## src/hdl/mhp_pkg.sv

```systemverilog
// Shared types and codes for the message header parser.
package mhp_pkg;

    typedef struct packed {
        logic [7:0] data_byte;
        logic       frame_end;
    } t_in_item;

    typedef struct packed {
        logic [1:0]  kind;
        logic [3:0]  field_id;
        logic [63:0] value;
        logic [2:0]  status;
        logic        last;
    } t_out_item;

    typedef enum logic [3:0] {
        PH_MF    = 4'd0,
        PH_SESS  = 4'd1,
        PH_SF    = 4'd2,
        PH_CTR   = 4'd3,
        PH_SRC   = 4'd4,
        PH_DST   = 4'd5,
        PH_XF    = 4'd6,
        PH_OP    = 4'd7,
        PH_EXCH  = 4'd8,
        PH_PROTO = 4'd9,
        PH_VEND  = 4'd10,
        PH_ACK   = 4'd11,
        PH_PAY   = 4'd12,
        PH_DROP  = 4'd13
    } t_phase;

    localparam logic [1:0] KIND_FIELD   = 2'd0;
    localparam logic [1:0] KIND_PAYLOAD = 2'd1;
    localparam logic [1:0] KIND_STATUS  = 2'd2;

    localparam logic [3:0] FID_DESTNODE  = 4'd5;
    localparam logic [3:0] FID_DESTGROUP = 4'd6;
    localparam logic [3:0] FID_NONE      = 4'd0;

    localparam logic [2:0] ST_OK        = 3'd0;
    localparam logic [2:0] ST_RSV_DSIZ  = 3'd1;
    localparam logic [2:0] ST_MSG_EXT   = 3'd2;
    localparam logic [2:0] ST_SEC_EXT   = 3'd3;
    localparam logic [2:0] ST_TRUNC     = 3'd4;

    localparam logic [7:0] DEST_SIZE_MASK = 8'h03;
    localparam logic [1:0] DSIZ_NONE    = 2'd0;
    localparam logic [1:0] DSIZ_NODE    = 2'd1;
    localparam logic [1:0] DSIZ_GROUP   = 2'd2;
    localparam logic [1:0] DSIZ_RSV     = 2'd3;
    localparam logic [7:0] MF_SOURCE    = 8'h10;
    localparam logic [7:0] SF_MSG_EXT   = 8'h20;
    localparam logic [7:0] XF_SEC_EXT   = 8'h08;
    localparam logic [7:0] XF_VENDOR    = 8'h10;
    localparam logic [7:0] XF_ACK       = 8'h02;

endpackage

```

## src/hdl/mhp_result_fifo.sv

```systemverilog
// Result queue that takes up to two results per cycle and gives one.
module mhp_result_fifo #(
    parameter int DEPTH = 8
) (
    input  logic                          i_clk,
    input  logic                          i_rst_n,
    input  logic [1:0]                    i_push_n,
    input  mhp_pkg::t_out_item            i_item0,
    input  mhp_pkg::t_out_item            i_item1,
    input  logic                          i_pop,
    output logic                          o_valid,
    output mhp_pkg::t_out_item            o_item,
    output logic [$clog2(DEPTH+1)-1:0]    o_count
);

    localparam int AW = (DEPTH > 1) ? $clog2(DEPTH) : 1;
    localparam int CW = $clog2(DEPTH+1);

    mhp_pkg::t_out_item r_mem [DEPTH];
    logic [AW-1:0] r_wr, n_wr, r_rd, n_rd, w_wr1;
    logic [CW-1:0] r_count, n_count;

    function automatic logic [AW-1:0] ptr_inc(input logic [AW-1:0] p);
        return (p == AW'(DEPTH-1)) ? '0 : p + AW'(1);
    endfunction

    assign w_wr1 = ptr_inc(r_wr);

    always_comb begin
        n_wr = r_wr;
        if (i_push_n == 2'd1) begin
            n_wr = w_wr1;
        end else if (i_push_n == 2'd2) begin
            n_wr = ptr_inc(w_wr1);
        end
        n_rd    = i_pop ? ptr_inc(r_rd) : r_rd;
        n_count = r_count + CW'(i_push_n) - CW'(i_pop);
    end

    always_ff @(posedge i_clk) begin
        if (!i_rst_n) begin
            r_wr    <= '0;
            r_rd    <= '0;
            r_count <= '0;
        end else begin
            r_wr    <= n_wr;
            r_rd    <= n_rd;
            r_count <= n_count;
        end
    end

    always_ff @(posedge i_clk) begin
        if (i_push_n != 2'd0) begin
            r_mem[r_wr] <= i_item0;
        end
        if (i_push_n == 2'd2) begin
            r_mem[w_wr1] <= i_item1;
        end
    end

    assign o_valid = (r_count != '0);
    assign o_item  = r_mem[r_rd];
    assign o_count = r_count;

endmodule

```

## src/hdl/message_header_parser.sv

```systemverilog
// Top level of the streaming message header parser.
// One frame byte is taken per transfer and a new byte can be taken every cycle while the input
// is not stalled. A byte is held in the input register and parsed from there, and its results
// (none, one, or a field or payload result followed by the end-of-frame status) enter an
// eight-entry result queue, from which the output is read. The output gives one result per
// cycle while it is not stalled; the only bytes that give two results are final bytes, and the
// input stalls when the queue cannot take the results of the bytes already in flight.
module message_header_parser #(
    parameter int LENGTH_BITS = 16
) (
    input  logic                i_clk,
    input  logic                i_rst_n,
    input  logic                i_in_valid,
    input  mhp_pkg::t_in_item   i_in_item,
    output logic                o_in_stall,
    output logic                o_out_valid,
    output mhp_pkg::t_out_item  o_out_item,
    input  logic                i_out_stall
);

    localparam int FifoDepth = 8;
    localparam int CntW      = $clog2(FifoDepth+1);

    logic               r_in_valid;
    mhp_pkg::t_in_item  r_in;

    mhp_pkg::t_phase    r_phase, n_phase;
    logic [2:0]         r_bif, n_bif;
    logic [63:0]        r_acc, n_acc;
    logic [7:0]         r_mflags, n_mflags;
    logic [7:0]         r_xflags, n_xflags;
    logic [2:0]         r_err, n_err;
    logic [LENGTH_BITS-1:0] r_pay_cnt, n_pay_cnt;

    mhp_pkg::t_out_item w_item0, w_item1, w_prim, w_stat;
    logic               w_prim_vld;
    logic [1:0]         w_push_n;
    logic [63:0]        w_word;
    logic [2:0]         w_bif_inc;
    logic [CntW-1:0]    w_count;
    logic [CntW:0]      w_need;
    logic               w_in_xfer;

    function automatic logic [2:0] field_size(input mhp_pkg::t_phase ph, input logic [7:0] mf);
        logic [2:0] sz;
        unique case (ph)
            mhp_pkg::PH_SESS, mhp_pkg::PH_EXCH,
            mhp_pkg::PH_PROTO, mhp_pkg::PH_VEND: sz = 3'd2;
            mhp_pkg::PH_CTR, mhp_pkg::PH_ACK:    sz = 3'd4;
            mhp_pkg::PH_SRC:                     sz = 3'd0;
            mhp_pkg::PH_DST: sz = ((mf & mhp_pkg::DEST_SIZE_MASK) == 8'(mhp_pkg::DSIZ_NODE))
                                  ? 3'd0 : 3'd2;
            default:                             sz = 3'd1;
        endcase
        return sz;
    endfunction

    function automatic logic [3:0] field_code(input mhp_pkg::t_phase ph, input logic [7:0] mf);
        logic [3:0] code;
        if (ph == mhp_pkg::PH_DST) begin
            code = ((mf & mhp_pkg::DEST_SIZE_MASK) == 8'(mhp_pkg::DSIZ_NODE))
                   ? mhp_pkg::FID_DESTNODE : mhp_pkg::FID_DESTGROUP;
        end else if (ph > mhp_pkg::PH_DST) begin
            code = 4'(ph) + 4'd1;
        end else begin
            code = 4'(ph);
        end
        return code;
    endfunction

    function automatic mhp_pkg::t_phase next_phase(input mhp_pkg::t_phase ph,
                                                   input logic [7:0] mf,
                                                   input logic [7:0] xf,
                                                   input logic [2:0] err);
        mhp_pkg::t_phase nx;
        mhp_pkg::t_phase to_proto;
        mhp_pkg::t_phase to_end;
        mhp_pkg::t_phase after_dst;
        mhp_pkg::t_phase after_proto;
        logic [1:0] dsiz;
        dsiz        = 2'(mf & mhp_pkg::DEST_SIZE_MASK);
        to_proto    = (err != mhp_pkg::ST_OK) ? mhp_pkg::PH_DROP : mhp_pkg::PH_XF;
        to_end      = (err != mhp_pkg::ST_OK) ? mhp_pkg::PH_DROP : mhp_pkg::PH_PAY;
        after_dst   = (dsiz == mhp_pkg::DSIZ_NODE || dsiz == mhp_pkg::DSIZ_GROUP)
                      ? mhp_pkg::PH_DST : to_proto;
        after_proto = ((xf & mhp_pkg::XF_VENDOR) != 8'h00) ? mhp_pkg::PH_VEND :
                      ((xf & mhp_pkg::XF_ACK) != 8'h00)    ? mhp_pkg::PH_ACK  : to_end;
        unique case (ph)
            mhp_pkg::PH_MF:    nx = mhp_pkg::PH_SESS;
            mhp_pkg::PH_SESS:  nx = mhp_pkg::PH_SF;
            mhp_pkg::PH_SF:    nx = mhp_pkg::PH_CTR;
            mhp_pkg::PH_CTR:   nx = ((mf & mhp_pkg::MF_SOURCE) != 8'h00)
                                    ? mhp_pkg::PH_SRC : after_dst;
            mhp_pkg::PH_SRC:   nx = after_dst;
            mhp_pkg::PH_DST:   nx = to_proto;
            mhp_pkg::PH_XF:    nx = mhp_pkg::PH_OP;
            mhp_pkg::PH_OP:    nx = mhp_pkg::PH_EXCH;
            mhp_pkg::PH_EXCH:  nx = mhp_pkg::PH_PROTO;
            mhp_pkg::PH_PROTO: nx = after_proto;
            mhp_pkg::PH_VEND:  nx = ((xf & mhp_pkg::XF_ACK) != 8'h00)
                                    ? mhp_pkg::PH_ACK : to_end;
            default:           nx = to_end;
        endcase
        return nx;
    endfunction

    assign w_need     = (CntW+1)'(w_count) + (r_in_valid ? (CntW+1)'(2) : '0);
    assign o_in_stall = (w_need > (CntW+1)'(FifoDepth-2));
    assign w_in_xfer  = i_in_valid && !o_in_stall;

    assign w_bif_inc = r_bif + 3'd1;
    assign w_word    = r_acc | ({56'd0, r_in.data_byte} << {r_bif, 3'b000});

    always_comb begin
        n_phase    = r_phase;
        n_bif      = r_bif;
        n_acc      = r_acc;
        n_mflags   = r_mflags;
        n_xflags   = r_xflags;
        n_err      = r_err;
        n_pay_cnt  = r_pay_cnt;
        w_prim_vld = 1'b0;
        w_prim     = '0;
        w_stat     = '0;
        w_item0    = '0;
        w_item1    = '0;
        w_push_n   = 2'd0;

        if (r_in_valid) begin
            if (r_phase == mhp_pkg::PH_PAY) begin
                w_prim_vld     = 1'b1;
                w_prim.kind    = mhp_pkg::KIND_PAYLOAD;
                w_prim.value   = {56'd0, r_in.data_byte};
                if (r_pay_cnt != '1) begin
                    n_pay_cnt = r_pay_cnt + LENGTH_BITS'(1);
                end
            end else if (r_phase != mhp_pkg::PH_DROP) begin
                n_bif = w_bif_inc;
                n_acc = w_word;
                if (w_bif_inc == field_size(r_phase, r_mflags)) begin
                    w_prim_vld     = 1'b1;
                    w_prim.kind    = mhp_pkg::KIND_FIELD;
                    w_prim.field_id = field_code(r_phase, r_mflags);
                    w_prim.value   = w_word;
                    if (r_phase == mhp_pkg::PH_MF) begin
                        n_mflags = r_in.data_byte;
                    end else if (r_phase == mhp_pkg::PH_SF) begin
                        if ((r_in.data_byte & mhp_pkg::SF_MSG_EXT) != 8'h00 &&
                            r_err == mhp_pkg::ST_OK) begin
                            n_err = mhp_pkg::ST_MSG_EXT;
                        end
                    end else if (r_phase == mhp_pkg::PH_XF) begin
                        n_xflags = r_in.data_byte;
                        if ((r_in.data_byte & mhp_pkg::XF_SEC_EXT) != 8'h00 &&
                            r_err == mhp_pkg::ST_OK) begin
                            n_err = mhp_pkg::ST_SEC_EXT;
                        end
                    end
                    if (r_phase == mhp_pkg::PH_MF &&
                        2'(r_in.data_byte & mhp_pkg::DEST_SIZE_MASK) == mhp_pkg::DSIZ_RSV) begin
                        n_err   = mhp_pkg::ST_RSV_DSIZ;
                        n_phase = mhp_pkg::PH_DROP;
                    end else begin
                        n_phase = next_phase(r_phase, n_mflags, n_xflags, n_err);
                    end
                    n_bif = 3'd0;
                    n_acc = '0;
                end
            end

            w_stat.kind     = mhp_pkg::KIND_STATUS;
            w_stat.field_id = mhp_pkg::FID_NONE;
            w_stat.last     = 1'b1;
            if (n_phase == mhp_pkg::PH_PAY) begin
                w_stat.status = mhp_pkg::ST_OK;
                w_stat.value  = 64'(n_pay_cnt);
            end else if (n_err != mhp_pkg::ST_OK) begin
                w_stat.status = n_err;
            end else begin
                w_stat.status = mhp_pkg::ST_TRUNC;
            end

            if (w_prim_vld) begin
                w_item0  = w_prim;
                w_item1  = w_stat;
                w_push_n = r_in.frame_end ? 2'd2 : 2'd1;
            end else if (r_in.frame_end) begin
                w_item0  = w_stat;
                w_push_n = 2'd1;
            end

            if (r_in.frame_end) begin
                n_phase   = mhp_pkg::PH_MF;
                n_bif     = 3'd0;
                n_acc     = '0;
                n_mflags  = 8'h00;
                n_xflags  = 8'h00;
                n_err     = mhp_pkg::ST_OK;
                n_pay_cnt = '0;
            end
        end
    end

    always_ff @(posedge i_clk) begin
        if (!i_rst_n) begin
            r_in_valid <= 1'b0;
            r_phase    <= mhp_pkg::PH_MF;
            r_bif      <= 3'd0;
            r_acc      <= '0;
            r_mflags   <= 8'h00;
            r_xflags   <= 8'h00;
            r_err      <= mhp_pkg::ST_OK;
            r_pay_cnt  <= '0;
        end else begin
            r_in_valid <= w_in_xfer;
            r_phase    <= n_phase;
            r_bif      <= n_bif;
            r_acc      <= n_acc;
            r_mflags   <= n_mflags;
            r_xflags   <= n_xflags;
            r_err      <= n_err;
            r_pay_cnt  <= n_pay_cnt;
        end
    end

    always_ff @(posedge i_clk) begin
        if (w_in_xfer) begin
            r_in <= i_in_item;
        end
    end

    mhp_result_fifo #(
        .DEPTH (FifoDepth)
    ) u_fifo (
        .i_clk    (i_clk),
        .i_rst_n  (i_rst_n),
        .i_push_n (w_push_n),
        .i_item0  (w_item0),
        .i_item1  (w_item1),
        .i_pop    (o_out_valid && !i_out_stall),
        .o_valid  (o_out_valid),
        .o_item   (o_out_item),
        .o_count  (w_count)
    );

endmodule

```

## config.mk

```make
export PLATFORM = sky130hd
export DESIGN_NAME = message_header_parser
export DESIGN_NICKNAME = d
export VERILOG_FILES = /design/src/hdl/mhp_pkg.sv /design/src/hdl/mhp_result_fifo.sv /design/src/hdl/message_header_parser.sv
export SDC_FILE = /design/constraint.sdc
export NUM_CORES = 1
export LEC_CHECK = 0
export BUFFER_PORTS_ARGS = -buffer_cell sky130_fd_sc_hd__buf_2
export CAP_MARGIN = 25
export CORE_MARGIN = 3
export CORE_UTILIZATION = 50
export CTS_CLUSTER_DIAMETER = 30
export CTS_CLUSTER_SIZE = 14
export DETAILED_ROUTE_END_ITERATION = 12
export HOLD_SLACK_MARGIN = 0.06
export PLACE_DENSITY = 0.73
export SLEW_MARGIN = 20
export SYNTH_ARGS = -nofsm -noshare
export SYNTH_HDL_FRONTEND = slang
export SYNTH_SLANG_ARGS = --single-unit
```

## constraint.sdc

```tcl
create_clock -name i_clk -period 4.7 [get_ports i_clk]
set_clock_uncertainty 0.1 [all_clocks]
set_input_delay 0.47 -clock i_clk [delete_from_list [all_inputs] [get_ports i_clk]]
set_output_delay 0.47 -clock i_clk [all_outputs]
set_load 0.005 [all_outputs]
```

==> results.yml <==
run_status:
  status: "complete, no violations"
finish:
  drive_gt1_frac: 0.197
  fin_util: 0.607
  final_common_cell: "nand2_1"
  multi_input_area_mm2: 0.0152
  seq_area_mm2: 0.0158
  layout-area-overhead-vs-synth_pct: 19.8
  finish.instance_area_mm2: 0.0383
  antennaDiodeCount: 0
  final_cells: 4394
  fin_nets: 3476
  n_fill_cell: 4999
  final_cell_mix: "nand2_1 (585), dfxtp_1 (529), a21oi_1 (348)"
logic_synthesis:
  synthArstFlopShare: 0
  synth_area_mm2: 0.0320
  synth.top_cell.area_share: 0.334
  synth_flop_cell: "dfxtp_1"
  yosysWarnings: 0
  yosys.area.top_type: "dfxtp_1"
  synth_area_per_cell_um2: 9.47
  synth_cell_types: 74
  synthTopCellsByArea: "dfxtp_1 (33%), edfxtp_1 (16%), mux4_2 (10%), nand2_1 (7.0%), a21oi_1 (5.4%)"
  synth_seq_cells: 702
  syn_nets: 3419
  synth_edf_count: 169
  synthCells: 3379
  yosysSeqAreaShare: 0.492
route:
  drtIter0Drc: 3611
  remaining_drc_errors: 0
  ant_nets: 0
  vias: 28000
  viasPerCell: 6.38
  drt_wl_total_mm: 105
  post_drt_wl_per_cell_um: 23.9
  first_pass_iters: 6
cts:
  htree_levels: 4
  cts_buffers: 136
  cts_tree: "yes"
  post-cts-setup-buffers: 0
  clock_sinks: 702
  clockBufferDepth: 3
  cts.reportedPaths.clkPinSlew_ps: 50
  root_buffer: "clkbuf_16"
  clock_latency_ps: 700
placed_design:
  routabilityCongestion: 0.975
  place_area_mm2: 0.0334
  place_ws_ps: 263
  dp.cells: 4135
  port_buffers: 88
  dp_hpwl_mm: 58.6
sta:
  final.period_utilization: 0.945
  worstMarginPinSlew_ps: 1130
  setup-tns-final_ps: 0
  fin_hold_ws_ps: 173
  finalHoldViolations: 0
  rsz0062_at_grt: "no"
  finalMaxSlewViolations: 0
  max_freq_mhz: 225
  min_period_ps: 4440
  finalSetupViolCount: 0
  relSlewSlack: 0.250
  worst_slack_ps: 257
hold_path:
  min_from: "i_in_valid"
  hold_class: "in -> reg"
power_and_ir_drop:
  power.total_mw: 19.3
  power.density_mw_per_mm2: 503
  p_leak_nw: 13.5
  irDropWorstVdd_uv: 352
die:
  die_area_mm2: 0.0670
  die_x_um: 259
  coreArea_mm2: 0.0632
  initial_core_util: 0.506
  fp.dieH_um: 259
  io-pin-count: 89
  num_rows: 92
critical_path:
  cp.required_ps: 5150
  reg2reg_from: "r_phase[0]"
  cpMaxStageDelayCell: "nor2_1"
  slowest_delay_ps: 710
  crit_arrival_ps: 4890
  critPathLaunchType: "flop"
  critPathLaunch: "r_phase[0]"
  critPathKind: "reg -> reg"
  cp-end-kind: "flop"
  cp_max_fo: 10
  cp_cell_sequence: "inv_1 -> ha_1 -> nor2_1 -> nor2_1 -> o31a_1 -> o211ai_1 -> o21ai_2 -> ha_1 -> nand2_1 -> ha_1 -> nand2b_1 -> nor2_4 -> nand2_1 -> nor2_1 -> a21oi_1 -> o22ai_1"
global_route:
  grt_pass1_wl_mm: 160
  grt_max_degree: 82
  grt_pass1_vias: 27600
  grtUsageTotal: 0.310
  grt-ovfl-total: 0
  antenna_found_initial: 1
run:
  max-cap-violations: 0
layer usage:
metal | vias to the layer above | share of wire | track usage | wire (um)
met5 | - | 0.00012 | 0 | 13
met4 | 2 | 0.049 | 0.163 | 5120
met3 | 449 | 0.12 | 0.0737 | 12200
met2 | 1931 | 0.46 | 0.487 | 48100
met1 | 13300 | 0.38 | 0.398 | 39500
li1 | 12300 | - | - | -
flip-flops by register name, indices dropped and copies added (netlist names), named ones only:
register and cells:
r_phase 4, r_in 9, r_acc 64, u_fifo.r_mem 584, r_mflags 3, u_fifo.o_count 4, u_fifo.r_rd 3, r_in_valid 1
u_fifo.r_wr 3, r_xflags 2, r_bif 3, r_err 3, r_pay_cnt 16
where the power goes:
group          internal, mW  switching [mW]
combinational         0.944            1.78
sequential             6.36           0.194
clock                  6.60            3.39
total                  13.9            5.37
cell families (layout without fill, tap and decap cells):
logic type,Yosys count,after routing,share of synthesized area
and+or+nand+nor,1204,1204,0.166
adders and majority gates,27,27,0.0108
buffers and inverters,319,488,0.0393
muxes,232,232,0.133
AOI/OAI and AO/OA,871,871,0.153
DFF,702,702,0.492
xor gates and xnor gates,24,24,0.00657
critical path, delay by kind of cell, from the launching register on:
kind            cells  cell delay (ps)
simple gates        7             1620
fa+ha+maj           3              940
flops               1              440
compound gates      5             1060
buf+inv             1              120
synthesized netlist by cell type (all sizes together) (31+ instances only):
cell / instances
nor2b: 31
mux2: 76
dfxtp: 533
inv: 35
mux4: 146
o22ai: 101
edfxtp: 169
nor2: 229
o21ai: 262
a21oi: 349
nand2b: 55
nand3: 190
buf: 51
nand2: 594
a31oi: 70
clkbuf: 232
final cells by class:
type,instances,share of cell area
sequential,702,0.411
clock inverter,80,0.0267
tap,846,0.0276
inverter,36,0.00353
multi-input combinational,2358,0.395
clock buffer,170,0.0986
timing repair buffer,202,0.0370
worst paths after layout:
check	endpoint	slack [ps]	cells after the start
hold / removal	r_in[7]	170	3
setup / recovery	u_fifo.r_mem[6][16]	260	16
hold reg to reg	u_fifo.r_mem[1][67]	350	2
setup reg to reg	u_fifo.r_mem[6][16]	260	16
repair_timing:
action                                  CTS  global route
hold buffers                              9             0
endpoints found under the hold margin     9             0
gates resized for setup                   0             4
endpoints found under the setup margin    0            22
Note: power is estimated with default switching activity, not from simulation.
